===== src/design/iol_pkg.sv =====
// shared constants, codes and structs for the indexed ordered list
// no dependencies; used by iol_cell, iol_ctrl and the top level
package iol_pkg;

    // list depth and derived widths
    localparam int MAX_ENTRIES = 64;
    localparam int POS_W       = $clog2(MAX_ENTRIES);
    localparam int CNT_W       = $clog2(MAX_ENTRIES + 1);
    localparam int IDX_W       = 7;
    localparam int WIDE_W      = (CNT_W > IDX_W) ? CNT_W : IDX_W;

    // word field widths
    localparam int MODE_W   = 4;
    localparam int SUIT_W   = 2;
    localparam int RANK_W   = 4;
    localparam int CARD_W   = SUIT_W + RANK_W;
    localparam int STAT_W   = 2;
    localparam int S_DATA_W = 24;
    localparam int M_DATA_W = 16;

    // operation codes
    localparam logic [MODE_W-1:0] MODE_INS_FRONT = MODE_W'(0);
    localparam logic [MODE_W-1:0] MODE_INS_BACK  = MODE_W'(1);
    localparam logic [MODE_W-1:0] MODE_INS_INDEX = MODE_W'(2);
    localparam logic [MODE_W-1:0] MODE_REPLACE   = MODE_W'(3);
    localparam logic [MODE_W-1:0] MODE_READ      = MODE_W'(4);
    localparam logic [MODE_W-1:0] MODE_SEARCH    = MODE_W'(5);
    localparam logic [MODE_W-1:0] MODE_RM_MATCH  = MODE_W'(6);
    localparam logic [MODE_W-1:0] MODE_RM_FRONT  = MODE_W'(7);
    localparam logic [MODE_W-1:0] MODE_RM_BACK   = MODE_W'(8);
    localparam logic [MODE_W-1:0] MODE_RM_INDEX  = MODE_W'(9);
    localparam logic [MODE_W-1:0] MODE_CLEAR     = MODE_W'(10);

    // status codes
    localparam logic [STAT_W-1:0] STAT_OK    = STAT_W'(0);
    localparam logic [STAT_W-1:0] STAT_RANGE = STAT_W'(1);
    localparam logic [STAT_W-1:0] STAT_EMPTY = STAT_W'(2);
    localparam logic [STAT_W-1:0] STAT_FULL  = STAT_W'(3);

    // action broadcast to every cell
    typedef enum logic [2:0] {
        ACT_NOP,
        ACT_INSERT,
        ACT_REPLACE,
        ACT_READ,
        ACT_SEARCH,
        ACT_RMMATCH,
        ACT_REMOVE
    } act_t;

    typedef struct packed {
        act_t              act;
        logic [CARD_W-1:0] card;
        logic [WIDE_W-1:0] pos;
        logic [WIDE_W-1:0] cnt;
    } op_t;

    // token that walks the cell row, one cell per cycle
    typedef struct packed {
        logic              active;
        logic [POS_W-1:0]  idx;
        logic              hit;
        logic [CARD_W-1:0] carry;
        logic [CARD_W-1:0] got;
    } tok_t;

endpackage


===== src/design/iol_cell.sv =====
// one list cell: holds one card and acts when the sweep token passes
// depends on iol_pkg
module iol_cell (
    input  logic                       aclk,
    input  logic                       aresetn,
    input  iol_pkg::op_t               op,
    input  iol_pkg::tok_t              tok_in,
    input  logic [iol_pkg::CARD_W-1:0] right_card,
    output logic [iol_pkg::CARD_W-1:0] card,
    output iol_pkg::tok_t              tok_out
);

    logic [iol_pkg::CARD_W-1:0] card_reg, card_next;
    iol_pkg::tok_t              tok_reg, tok_next;
    logic [iol_pkg::WIDE_W-1:0] my_pos;
    logic                       at_pos, past_pos, in_list, match;

    // position compares and card match
    always_comb begin
        my_pos   = iol_pkg::WIDE_W'(tok_in.idx);
        at_pos   = (my_pos == op.pos);
        past_pos = (my_pos > op.pos);
        in_list  = (my_pos < op.cnt);
        match    = (card_reg == op.card);
    end

    // cell action while the token is here
    always_comb begin
        card_next    = card_reg;
        tok_next     = tok_in;
        tok_next.idx = tok_in.idx + iol_pkg::POS_W'(1);
        if (tok_in.active) begin
            case (op.act)
                iol_pkg::ACT_INSERT: begin
                    if (at_pos) begin
                        card_next      = op.card;
                        tok_next.carry = card_reg;
                    end else if (past_pos && (my_pos <= op.cnt)) begin
                        card_next      = tok_in.carry;
                        tok_next.carry = card_reg;
                    end
                end
                iol_pkg::ACT_REPLACE: begin
                    if (at_pos) card_next = op.card;
                end
                iol_pkg::ACT_READ: begin
                    if (at_pos) tok_next.got = card_reg;
                end
                iol_pkg::ACT_SEARCH: begin
                    if (in_list && match) tok_next.hit = 1'b1;
                end
                iol_pkg::ACT_RMMATCH: begin
                    if (in_list) begin
                        if (!tok_in.hit && match) begin
                            tok_next.hit = 1'b1;
                            tok_next.got = card_reg;
                        end
                        // close the gap behind the first match
                        if (tok_in.hit || match) card_next = right_card;
                    end
                end
                iol_pkg::ACT_REMOVE: begin
                    if (at_pos) tok_next.got = card_reg;
                    if ((at_pos || past_pos) && in_list) card_next = right_card;
                end
                default: ;
            endcase
        end
    end

    // card storage, no reset
    always_ff @(posedge aclk) begin
        card_reg <= card_next;
    end

    // token stage
    always_ff @(posedge aclk) begin
        if (!aresetn) begin
            tok_reg.active <= 1'b0;
        end else begin
            tok_reg <= tok_next;
        end
    end

    assign card    = card_reg;
    assign tok_out = tok_reg;

endmodule


===== src/design/iol_ctrl.sv =====
// control: decodes a word, launches the sweep token, builds the result word
// depends on iol_pkg
module iol_ctrl (
    input  logic                         aclk,
    input  logic                         aresetn,
    input  logic                         s_tvalid,
    output logic                         s_tready,
    input  logic [iol_pkg::S_DATA_W-1:0] s_tdata,
    output logic                         m_tvalid,
    input  logic                         m_tready,
    output logic [iol_pkg::M_DATA_W-1:0] m_tdata,
    output iol_pkg::op_t                 op,
    output iol_pkg::tok_t                launch,
    input  iol_pkg::tok_t                ret
);

    typedef enum logic [2:0] {
        ST_IDLE   = 3'b001,
        ST_SWEEP  = 3'b010,
        ST_FINISH = 3'b100
    } state_t;

    state_t                       state_reg, state_next;
    iol_pkg::op_t                 op_reg, op_next, dec_op;
    iol_pkg::tok_t                launch_reg, launch_next;
    logic [iol_pkg::STAT_W-1:0]   status_reg, status_next, dec_status;
    logic [iol_pkg::WIDE_W-1:0]   cnt_after_reg, cnt_after_next, dec_cnt;
    logic [iol_pkg::CNT_W-1:0]    count_reg, count_next;
    logic                         found_reg, found_next;
    logic [iol_pkg::CARD_W-1:0]   got_reg, got_next;
    logic                         m_tvalid_reg, m_tvalid_next;
    logic [iol_pkg::M_DATA_W-1:0] m_tdata_reg, m_tdata_next;

    logic [iol_pkg::MODE_W-1:0]   in_mode;
    logic [iol_pkg::CARD_W-1:0]   in_card;
    logic [iol_pkg::WIDE_W-1:0]   in_idx, cur_cnt, max_cnt, ins_pos;
    logic                         accept, out_free, ret_hit;

    // input word fields
    assign in_mode = s_tdata[3:0];
    assign in_card = {s_tdata[5:4], s_tdata[9:6]};
    assign in_idx  = iol_pkg::WIDE_W'(s_tdata[16:10]);
    assign cur_cnt = iol_pkg::WIDE_W'(count_reg);
    assign max_cnt = iol_pkg::WIDE_W'(iol_pkg::MAX_ENTRIES);

    // decode: checks against the count and picks the cell action
    always_comb begin
        dec_op.act  = iol_pkg::ACT_NOP;
        dec_op.card = in_card;
        dec_op.pos  = '0;
        dec_op.cnt  = cur_cnt;
        dec_status  = iol_pkg::STAT_OK;
        dec_cnt     = cur_cnt;
        if (in_mode == iol_pkg::MODE_INS_FRONT) begin
            ins_pos = '0;
        end else if (in_mode == iol_pkg::MODE_INS_BACK) begin
            ins_pos = cur_cnt;
        end else begin
            ins_pos = in_idx;
        end
        case (in_mode)
            iol_pkg::MODE_INS_FRONT, iol_pkg::MODE_INS_BACK, iol_pkg::MODE_INS_INDEX: begin
                if (cur_cnt >= max_cnt) begin
                    dec_status = iol_pkg::STAT_FULL;
                end else if (ins_pos > cur_cnt) begin
                    dec_status = iol_pkg::STAT_RANGE;
                end else begin
                    dec_op.act = iol_pkg::ACT_INSERT;
                    dec_op.pos = ins_pos;
                    dec_cnt    = cur_cnt + iol_pkg::WIDE_W'(1);
                end
            end
            iol_pkg::MODE_REPLACE, iol_pkg::MODE_READ, iol_pkg::MODE_RM_INDEX: begin
                if (cur_cnt == '0) begin
                    dec_status = iol_pkg::STAT_EMPTY;
                end else if (in_idx >= cur_cnt) begin
                    dec_status = iol_pkg::STAT_RANGE;
                end else begin
                    dec_op.pos = in_idx;
                    if (in_mode == iol_pkg::MODE_REPLACE) begin
                        dec_op.act = iol_pkg::ACT_REPLACE;
                    end else if (in_mode == iol_pkg::MODE_READ) begin
                        dec_op.act = iol_pkg::ACT_READ;
                    end else begin
                        dec_op.act = iol_pkg::ACT_REMOVE;
                        dec_cnt    = cur_cnt - iol_pkg::WIDE_W'(1);
                    end
                end
            end
            iol_pkg::MODE_SEARCH, iol_pkg::MODE_RM_MATCH: begin
                if (cur_cnt == '0) begin
                    dec_status = iol_pkg::STAT_EMPTY;
                end else if (in_mode == iol_pkg::MODE_SEARCH) begin
                    dec_op.act = iol_pkg::ACT_SEARCH;
                end else begin
                    dec_op.act = iol_pkg::ACT_RMMATCH;
                end
            end
            iol_pkg::MODE_RM_FRONT, iol_pkg::MODE_RM_BACK: begin
                if (cur_cnt == '0) begin
                    dec_status = iol_pkg::STAT_EMPTY;
                end else begin
                    dec_op.act = iol_pkg::ACT_REMOVE;
                    dec_op.pos = (in_mode == iol_pkg::MODE_RM_FRONT) ? '0
                                                                     : cur_cnt - iol_pkg::WIDE_W'(1);
                    dec_cnt    = cur_cnt - iol_pkg::WIDE_W'(1);
                end
            end
            iol_pkg::MODE_CLEAR: begin
                dec_cnt = '0;
            end
            default: ;
        endcase
    end

    assign s_tready = (state_reg == ST_IDLE);
    assign accept   = s_tvalid && s_tready;
    assign out_free = !m_tvalid_reg || m_tready;
    assign ret_hit  = ret.hit && ((op_reg.act == iol_pkg::ACT_SEARCH) ||
                                  (op_reg.act == iol_pkg::ACT_RMMATCH));

    // sequencer
    always_comb begin
        state_next     = state_reg;
        op_next        = op_reg;
        launch_next    = launch_reg;
        status_next    = status_reg;
        cnt_after_next = cnt_after_reg;
        count_next     = count_reg;
        found_next     = found_reg;
        got_next       = got_reg;
        m_tvalid_next  = m_tvalid_reg;
        m_tdata_next   = m_tdata_reg;

        launch_next.active = 1'b0;
        if (m_tvalid_reg && m_tready) m_tvalid_next = 1'b0;

        case (state_reg)
            ST_IDLE: begin
                if (accept) begin
                    op_next            = dec_op;
                    status_next        = dec_status;
                    cnt_after_next     = dec_cnt;
                    launch_next.active = 1'b1;
                    launch_next.idx    = '0;
                    launch_next.hit    = 1'b0;
                    launch_next.carry  = '0;
                    launch_next.got    = '0;
                    state_next         = ST_SWEEP;
                end
            end
            ST_SWEEP: begin
                // token back from the last cell
                if (ret.active) begin
                    found_next = ret_hit;
                    got_next   = ret.got;
                    if (ret_hit && (op_reg.act == iol_pkg::ACT_RMMATCH)) begin
                        cnt_after_next = cnt_after_reg - iol_pkg::WIDE_W'(1);
                    end
                    count_next = (ret_hit && (op_reg.act == iol_pkg::ACT_RMMATCH))
                               ? iol_pkg::CNT_W'(cnt_after_reg - iol_pkg::WIDE_W'(1))
                               : iol_pkg::CNT_W'(cnt_after_reg);
                    state_next = ST_FINISH;
                end
            end
            ST_FINISH: begin
                if (out_free) begin
                    m_tvalid_next = 1'b1;
                    m_tdata_next  = {cnt_after_reg[iol_pkg::IDX_W-1:0], status_reg,
                                     found_reg, got_reg[3:0], got_reg[5:4]};
                    state_next    = ST_IDLE;
                end
            end
            default: begin
                state_next = ST_IDLE;
            end
        endcase
    end

    // control registers
    always_ff @(posedge aclk) begin
        if (!aresetn) begin
            state_reg         <= ST_IDLE;
            launch_reg.active <= 1'b0;
            count_reg         <= '0;
            m_tvalid_reg      <= 1'b0;
        end else begin
            state_reg    <= state_next;
            launch_reg   <= launch_next;
            count_reg    <= count_next;
            m_tvalid_reg <= m_tvalid_next;
        end
    end

    // payload registers
    always_ff @(posedge aclk) begin
        op_reg        <= op_next;
        status_reg    <= status_next;
        cnt_after_reg <= cnt_after_next;
        found_reg     <= found_next;
        got_reg       <= got_next;
        m_tdata_reg   <= m_tdata_next;
    end

    assign m_tvalid = m_tvalid_reg;
    assign m_tdata  = m_tdata_reg;
    assign op       = op_reg;
    assign launch   = launch_reg;

endmodule


===== src/design/indexed_ordered_list.sv =====
// top level of the indexed ordered list: control plus a row of cells
// depends on iol_pkg, iol_cell and iol_ctrl
//
//   channel  dir  ports                        word
//   s_       in   s_tvalid s_tready s_tdata    one list operation
//   m_       out  m_tvalid m_tready m_tdata    one result per operation
//
// a word is accepted only in idle, after the previous one has swept the row and
// its result word is built; the token walks the cell row one cell per cycle
// a new word is taken while the previous result still waits on m_
// reset (aresetn low, synchronous) empties the list; card storage is not cleared
// a stall on m_ holds the finished result; the next word still sweeps, then its
// result waits in control with s_tready low until m_ frees up
module indexed_ordered_list (
    input  logic                         aclk,
    input  logic                         aresetn,
    input  logic                         s_tvalid,
    output logic                         s_tready,
    // [3:0] mode, [5:4] suit, [9:6] rank, [16:10] index, [23:17] zero
    input  logic [iol_pkg::S_DATA_W-1:0] s_tdata,
    output logic                         m_tvalid,
    input  logic                         m_tready,
    // [1:0] out_suit, [5:2] out_rank, [6] found, [8:7] status, [15:9] entry_count
    output logic [iol_pkg::M_DATA_W-1:0] m_tdata
);

    iol_pkg::op_t               op;
    iol_pkg::tok_t              tok   [iol_pkg::MAX_ENTRIES+1];
    logic [iol_pkg::CARD_W-1:0] cards [iol_pkg::MAX_ENTRIES+1];

    // decode, sequencing and result word
    iol_ctrl u_ctrl (
        .aclk     (aclk),
        .aresetn  (aresetn),
        .s_tvalid (s_tvalid),
        .s_tready (s_tready),
        .s_tdata  (s_tdata),
        .m_tvalid (m_tvalid),
        .m_tready (m_tready),
        .m_tdata  (m_tdata),
        .op       (op),
        .launch   (tok[0]),
        .ret      (tok[iol_pkg::MAX_ENTRIES])
    );

    // nothing beyond the last cell
    assign cards[iol_pkg::MAX_ENTRIES] = '0;

    // row of cells, token flows from the front toward the back
    for (genvar gi = 0; gi < iol_pkg::MAX_ENTRIES; gi++) begin : g_cell
        iol_cell u_cell (
            .aclk       (aclk),
            .aresetn    (aresetn),
            .op         (op),
            .tok_in     (tok[gi]),
            .right_card (cards[gi+1]),
            .card       (cards[gi]),
            .tok_out    (tok[gi+1])
        );
    end

endmodule


===== config.mk =====
export PLATFORM = sky130hd
export DESIGN_NAME = indexed_ordered_list
export DESIGN_NICKNAME = d
export VERILOG_FILES = /design/src/design/iol_pkg.sv /design/src/design/iol_cell.sv /design/src/design/iol_ctrl.sv /design/src/design/indexed_ordered_list.sv
export SDC_FILE = /design/constraint.sdc
export NUM_CORES = 2
export LEC_CHECK = 0
export BUFFER_PORTS_ARGS = -buffer_cell sky130_fd_sc_hd__buf_2
export CAP_MARGIN = 25
export CELL_PAD_IN_SITES_DETAIL_PLACEMENT = 0
export CELL_PAD_IN_SITES_GLOBAL_PLACEMENT = 1
export CORE_MARGIN = 1
export CORE_UTILIZATION = 54
export DETAILED_ROUTE_END_ITERATION = 16
export GPL_TIMING_DRIVEN = 1
export MAX_ROUTING_LAYER = met4
export PLACE_DENSITY_LB_ADDON = 0.1
export SLEW_MARGIN = 30
export SYNTH_ARGS = -nofsm -noshare
export SYNTH_HDL_FRONTEND = slang
export SYNTH_HIERARCHICAL = 1
export SYNTH_SLANG_ARGS = --single-unit
export TNS_END_PERCENT = 20

===== constraint.sdc =====
create_clock -name aclk -period 12.1 [get_ports aclk]
set_input_delay 1.21 -clock aclk [delete_from_list [all_inputs] [get_ports aclk]]
set_output_delay 1.21 -clock aclk [all_outputs]
set_load 0.02 [all_outputs]

* Yosys cells after proc, flatten, opt, wreduce, memory -nomap -nowiden *
Index checks and enable logic that the tools add are counted.

storage, ports and cells
  input bits = 28
  output and inout bits = 18
  logic and storage cells = 2792
  flip-flop bits (word level) = 1341

operators by class
  mux-type cells = 1259
  reduce and logical (&&, ||, !) cells = 534
  magnitude comparators = 195
  eq/ne operators = 469
  add/sub/neg operators = 3

operator list
  operator              number
  $mux W6               767
  $pmux W6 S4           64
  $mux W13              63
  $pmux W6 S2           64
  $ne A2 B1 Y1 const B  258
  $reduce_and A7 Y1     64
  $eq A6 B6 Y1          64
  $logic_and A1 B1 Y1   259
  $eq A6 B7 Y1 const A  32
  $gt A6 B7 Y1 const A  32
  $le A6 B7 Y1 const A  32
  $lt A6 B7 Y1 const A  32
  $mux W1               199
  $ne A3 B1 Y1 const B  64
  $logic_or A1 B1 Y1    129
  $pmux W1 S2           64
  $mux W7               18
  $eq A5 B7 Y1 const A  16
  $gt A5 B7 Y1 const A  16
  $le A5 B7 Y1 const A  16
  $lt A5 B7 Y1 const A  16
  $logic_not A1 Y1      64
  $eq A4 B7 Y1 const A  8
  $gt A4 B7 Y1 const A  8
  45 further kinds      111

* Depth between registers and ports, before layout *
  depth in word-level cells = 9
  gate-level depth with buffers = 13
  depth with buffers taken out = 11

* Hierarchy *
The synthesis kept the hierarchy.

modules (own cells, without submodules)
  module                            area an instance (µm²)  cells each  times used  sequential area each (µm²)
  iol_cell (g_cell[0].u_cell ...)   1729.2                  151         46          770.7
  iol_cell (g_cell[53].u_cell ...)  1795.5                  152         16          770.7
  iol_ctrl                          3923.8                  385         1           1891.8
  iol_cell (g_cell[52].u_cell)      1766.7                  153         1           770.7
  iol_cell (g_cell[51].u_cell)      1697.9                  158         1           770.7
  indexed_ordered_list              3.8                     1           1           0.0

* Worst setup path after synthesis *
No wires, ideal clock.

  path type = reg2reg
  start point = reg u_ctrl.op_reg (netlist bit u_ctrl/op[21])
  end point = reg g_cell[52].u_cell.card_reg (netlist bit g_cell[52].u_cell/card[0]), enable pin
  arrival time = 8018 ps
  cell stages (with the launch flop) = 6
  period minus slack after synthesis = 8407 ps
  setup slack = 3693 ps
  setup time = 388 ps
  buffers on the path = 1
  data required time = 11712 ps
  cell sequence = edfxtp_1 -> buf_2 -> nand2b_1 -> a21oi_1 -> o21ai_0 -> nor4b_1

between the ends
  longest elaborated chain between the ends = 3
  elaborated cells on any way between the ends = 11
  those cells by class = eq/ne: 9; reduce/logical: 2

RTL lines
  element                                                line             text
  from (decl)                                            iol_ctrl.sv:24   iol_pkg::op_t op_reg, op_next, dec_op;
  from (signal assigned)                                 iol_ctrl.sv:197  op_reg <= op_next;
  $eq A3 B1 Y1 (tied with other cells)                   iol_cell.sv:33   case (op.act)
  $ne A3 B1 Y1 (no source line) (tied with other cells)  -
  $reduce_and A7 Y1 (no source line) (*)                 -
  to (signal assigned)                                   iol_cell.sv:73   card_reg <= card_next;
  to (decl)                                              iol_cell.sv:13   logic [iol_pkg::CARD_W-1:0] card_reg, card_next;

Mark *: on every way between the ends. The rest lies on a longest branch, timed or not.
A chain may end at the register's enable or synchronous reset.

==> impl_metrics.env <==
export IMPL_ys_warnings_count=6
export IMPL_crit_end="g_cell[48].u_cell/tok_out[2]"
export IMPL_crit_cells=7
export IMPL_tns_ns=0
export IMPL_hold_class="register to register"
export IMPL_cts_root_buf="clkbuf_16"
export IMPL_startpoint="u_ctrl/op[21]"
export IMPL_cp_max_fo=87
export IMPL_skew_ns=0.0251
export IMPL_grt_pass1_wl_um=460000
export IMPL_wl_met3_um=13700
export IMPL_ctsResizeCount=0
export IMPL_wl_per_cell_um=21.7
export IMPL_drtPass1Iterations=13
export IMPL_cts_setup_buffers=0
export IMPL_ioPinCount=46
export IMPL_r2r_end="g_cell[48].u_cell/tok_out[2]"
export IMPL_syn_instance_count=10000
export IMPL_largest_register_ff_count=1268
export IMPL_overflow=0
export IMPL_antenna_found_initial=2
export IMPL_std_cell_rows=169
export IMPL_path_clk_slew_ns=0.06
export IMPL_fp_dieH_um=464
export IMPL_clock_path_buffers=3
export IMPL_power_density_nw_per_um2=126
export IMPL_vias=81500
export IMPL_grt_max_degree=175
export IMPL_crit_path_start_kind="register"
export IMPL_grtUsageTotal_pct=27.2
export IMPL_worst_setup_path_type="register to register"
export IMPL_wl_met1_um=129000
export IMPL_first_global_vias=82300
export IMPL_h_tree_depth=4
export IMPL_rsz0062_at_grt="false"
export IMPL_cts_tree="built"
export IMPL_cp_required_ns=12.68
export IMPL_cts_hold_buf=0
export IMPL_top_layer="met4"
export IMPL_path_delay_family="buffers and inverters"
export IMPL_setup_viol=0
export IMPL_clk_latency_ns=0.84
export IMPL_fin_nets=11200
export IMPL_r2r_cells=7
export IMPL_dpl_hpwl_um=196000
export IMPL_arrival_ns=4.84
export IMPL_mappedNetlistArea_um2=115000
export IMPL_die_w_um=464
export IMPL_slew_violations=0
export IMPL_finalCritPeriodShare_pct=35.2
export IMPL_synth_avg_cell_area_um2=11.5
export IMPL_max_stage_delay_ns=0.80
export IMPL_cts_buffers=191
export IMPL_end_kind="register"
export IMPL_routed_wl_um=289000
export IMPL_outcome="complete, no violations"
export IMPL_maxSlewHeadroom_pct=20.1
export IMPL_antenna_left=0
export IMPL_drt_iter0_markers=7369
export IMPL_max_cap_viol_count=0
export IMPL_dieArea_um2=215000
export IMPL_area_growth_pct=9.43
export IMPL_min_period_ns=4.26
export IMPL_power_mw=15.9
export IMPL_final_cells=13300
export IMPL_hold_violations=0
export IMPL_io_buffer_count=38
export IMPL_r2r_start="u_ctrl/op[21]"
export IMPL_ir_drop_mv=0.162
export IMPL_place_inst=12900
export IMPL_worst_pin_slew_ns=1.20
export IMPL_fin_hold_ws_ns=0.416
export IMPL_initial_utilization_pct=54.3
export IMPL_crit_path_frequent_cell="buf_4"
export IMPL_cts_sinks=1719
export IMPL_leakage_nw=47.5
export IMPL_drcViolationCount=0
export IMPL_coreArea_um2=212000
export IMPL_critPathBufInv=3
export IMPL_place_congestion=0.869
export IMPL_slowest_stage="buf_4"
export IMPL_cp_cell_sequence="buf_4 > buf_4 > buf_4 > nor2b_1 > a311oi_2 > a211oi_4 > mux2_1"
export IMPL_layout_drive_gt1_share_pct=14.1
export IMPL_r2r_setup_slack_ns=7.84
export IMPL_via_per_inst=6.13
export IMPL_routed_wl_met2_um=140000
export IMPL_fmax_ghz=0.235
[power by group]
| group | leakage, nW | switching [mW] | internal, mW |
|---|---|---|---|
| combinational | 28.1 | 1.54 | 1.04 |
| sequential | 16.2 | 0.270 | 6.92 |
| clock | 3.14 | 2.52 | 3.57 |
| total | 47.5 | 4.33 | 11.5 |
[area by class of cell]
class	count	area [um^2]
Fill cell	17200	85900
Inverter	1303	4890
Antenna cell	3	7.51
Tap cell	2821	3530
Multi-Input combinational cell	6906	58800
Clock inverter	122	1410
Timing Repair Buffer	165	1360
Clock buffer	241	5100
Sequential cell	1719	50900
[worst min path at each step]
stage / startpoint / end / slack (ns) / depth (start not counted)
3_3_place_gp: g_cell[63].u_cell/tok_out[1] / u_ctrl/got_reg[1] / 0.40 / 0
6_report: u_ctrl/found_reg / u_ctrl/m_tdata[6] / 0.42 / 0
2_1_floorplan: g_cell[63].u_cell/tok_out[0] / u_ctrl/got_reg[0] / 0.40 / 0
5_1_grt: u_ctrl/found_reg / u_ctrl/m_tdata[6] / 0.43 / 0
4_1_cts: u_ctrl/found_reg / u_ctrl/m_tdata[6] / 0.42 / 0
3_5_place_dp: u_ctrl/found_reg / u_ctrl/m_tdata[6] / 0.40 / 0
[through the flow]
step           instance area (um^2)  util (%)  worst slack (ns)
2_1_floorplan                115000         -              3.69
3_3_place_gp                 119000      56.4              7.69
6_report                     126000      59.5              7.84
4_1_cts                      126000      59.4              7.90
3_5_place_dp                 119000      56.4              7.68
5_1_grt                      126000      59.5              7.60
[worst reg2reg max path: cells and delay by family (launching register included)]
kind / cells / cell delay [ns]
multiplexers: 1 / 0.37
buffers and inverters: 3 / 1.99
flip-flops: 1 / 0.40
AO/OA/AOI/OAI: 2 / 0.67
AND/OR/NAND/NOR: 1 / 0.57
[per-layer routing]
layer  vias to the layer above  GRT usage, %
met4                         0          6.81
met5                         -             -
met1                     40100          36.2
li1                      38700             -
met2                      2220          44.4
met3                       422          2.77
[layout by cell type, fill, tap and decap left out, types with 76 or more instances in the layout]
cell	n
nand2_1	325
o21ai_0	143
clkbuf_16	194
nor2_1	367
nand4b_1	113
inv_1	1302
ha_1	847
or2_2	97
o21a_1	168
nand3_1	389
edfxtp_1	1643
buf_4	108
and2_1	161
a21oi_1	462
mux2_2	481
nor3_1	181
nor2b_1	97
xnor2_1	288
xor2_1	423
a211oi_1	134
nand3b_1	160
mux2_1	230
dfxtp_1	76
mux2_4	96
nand2b_1	120
a222oi_1	276
o22a_1	171
No activity file was read; power rests on OpenSTA's default activity.
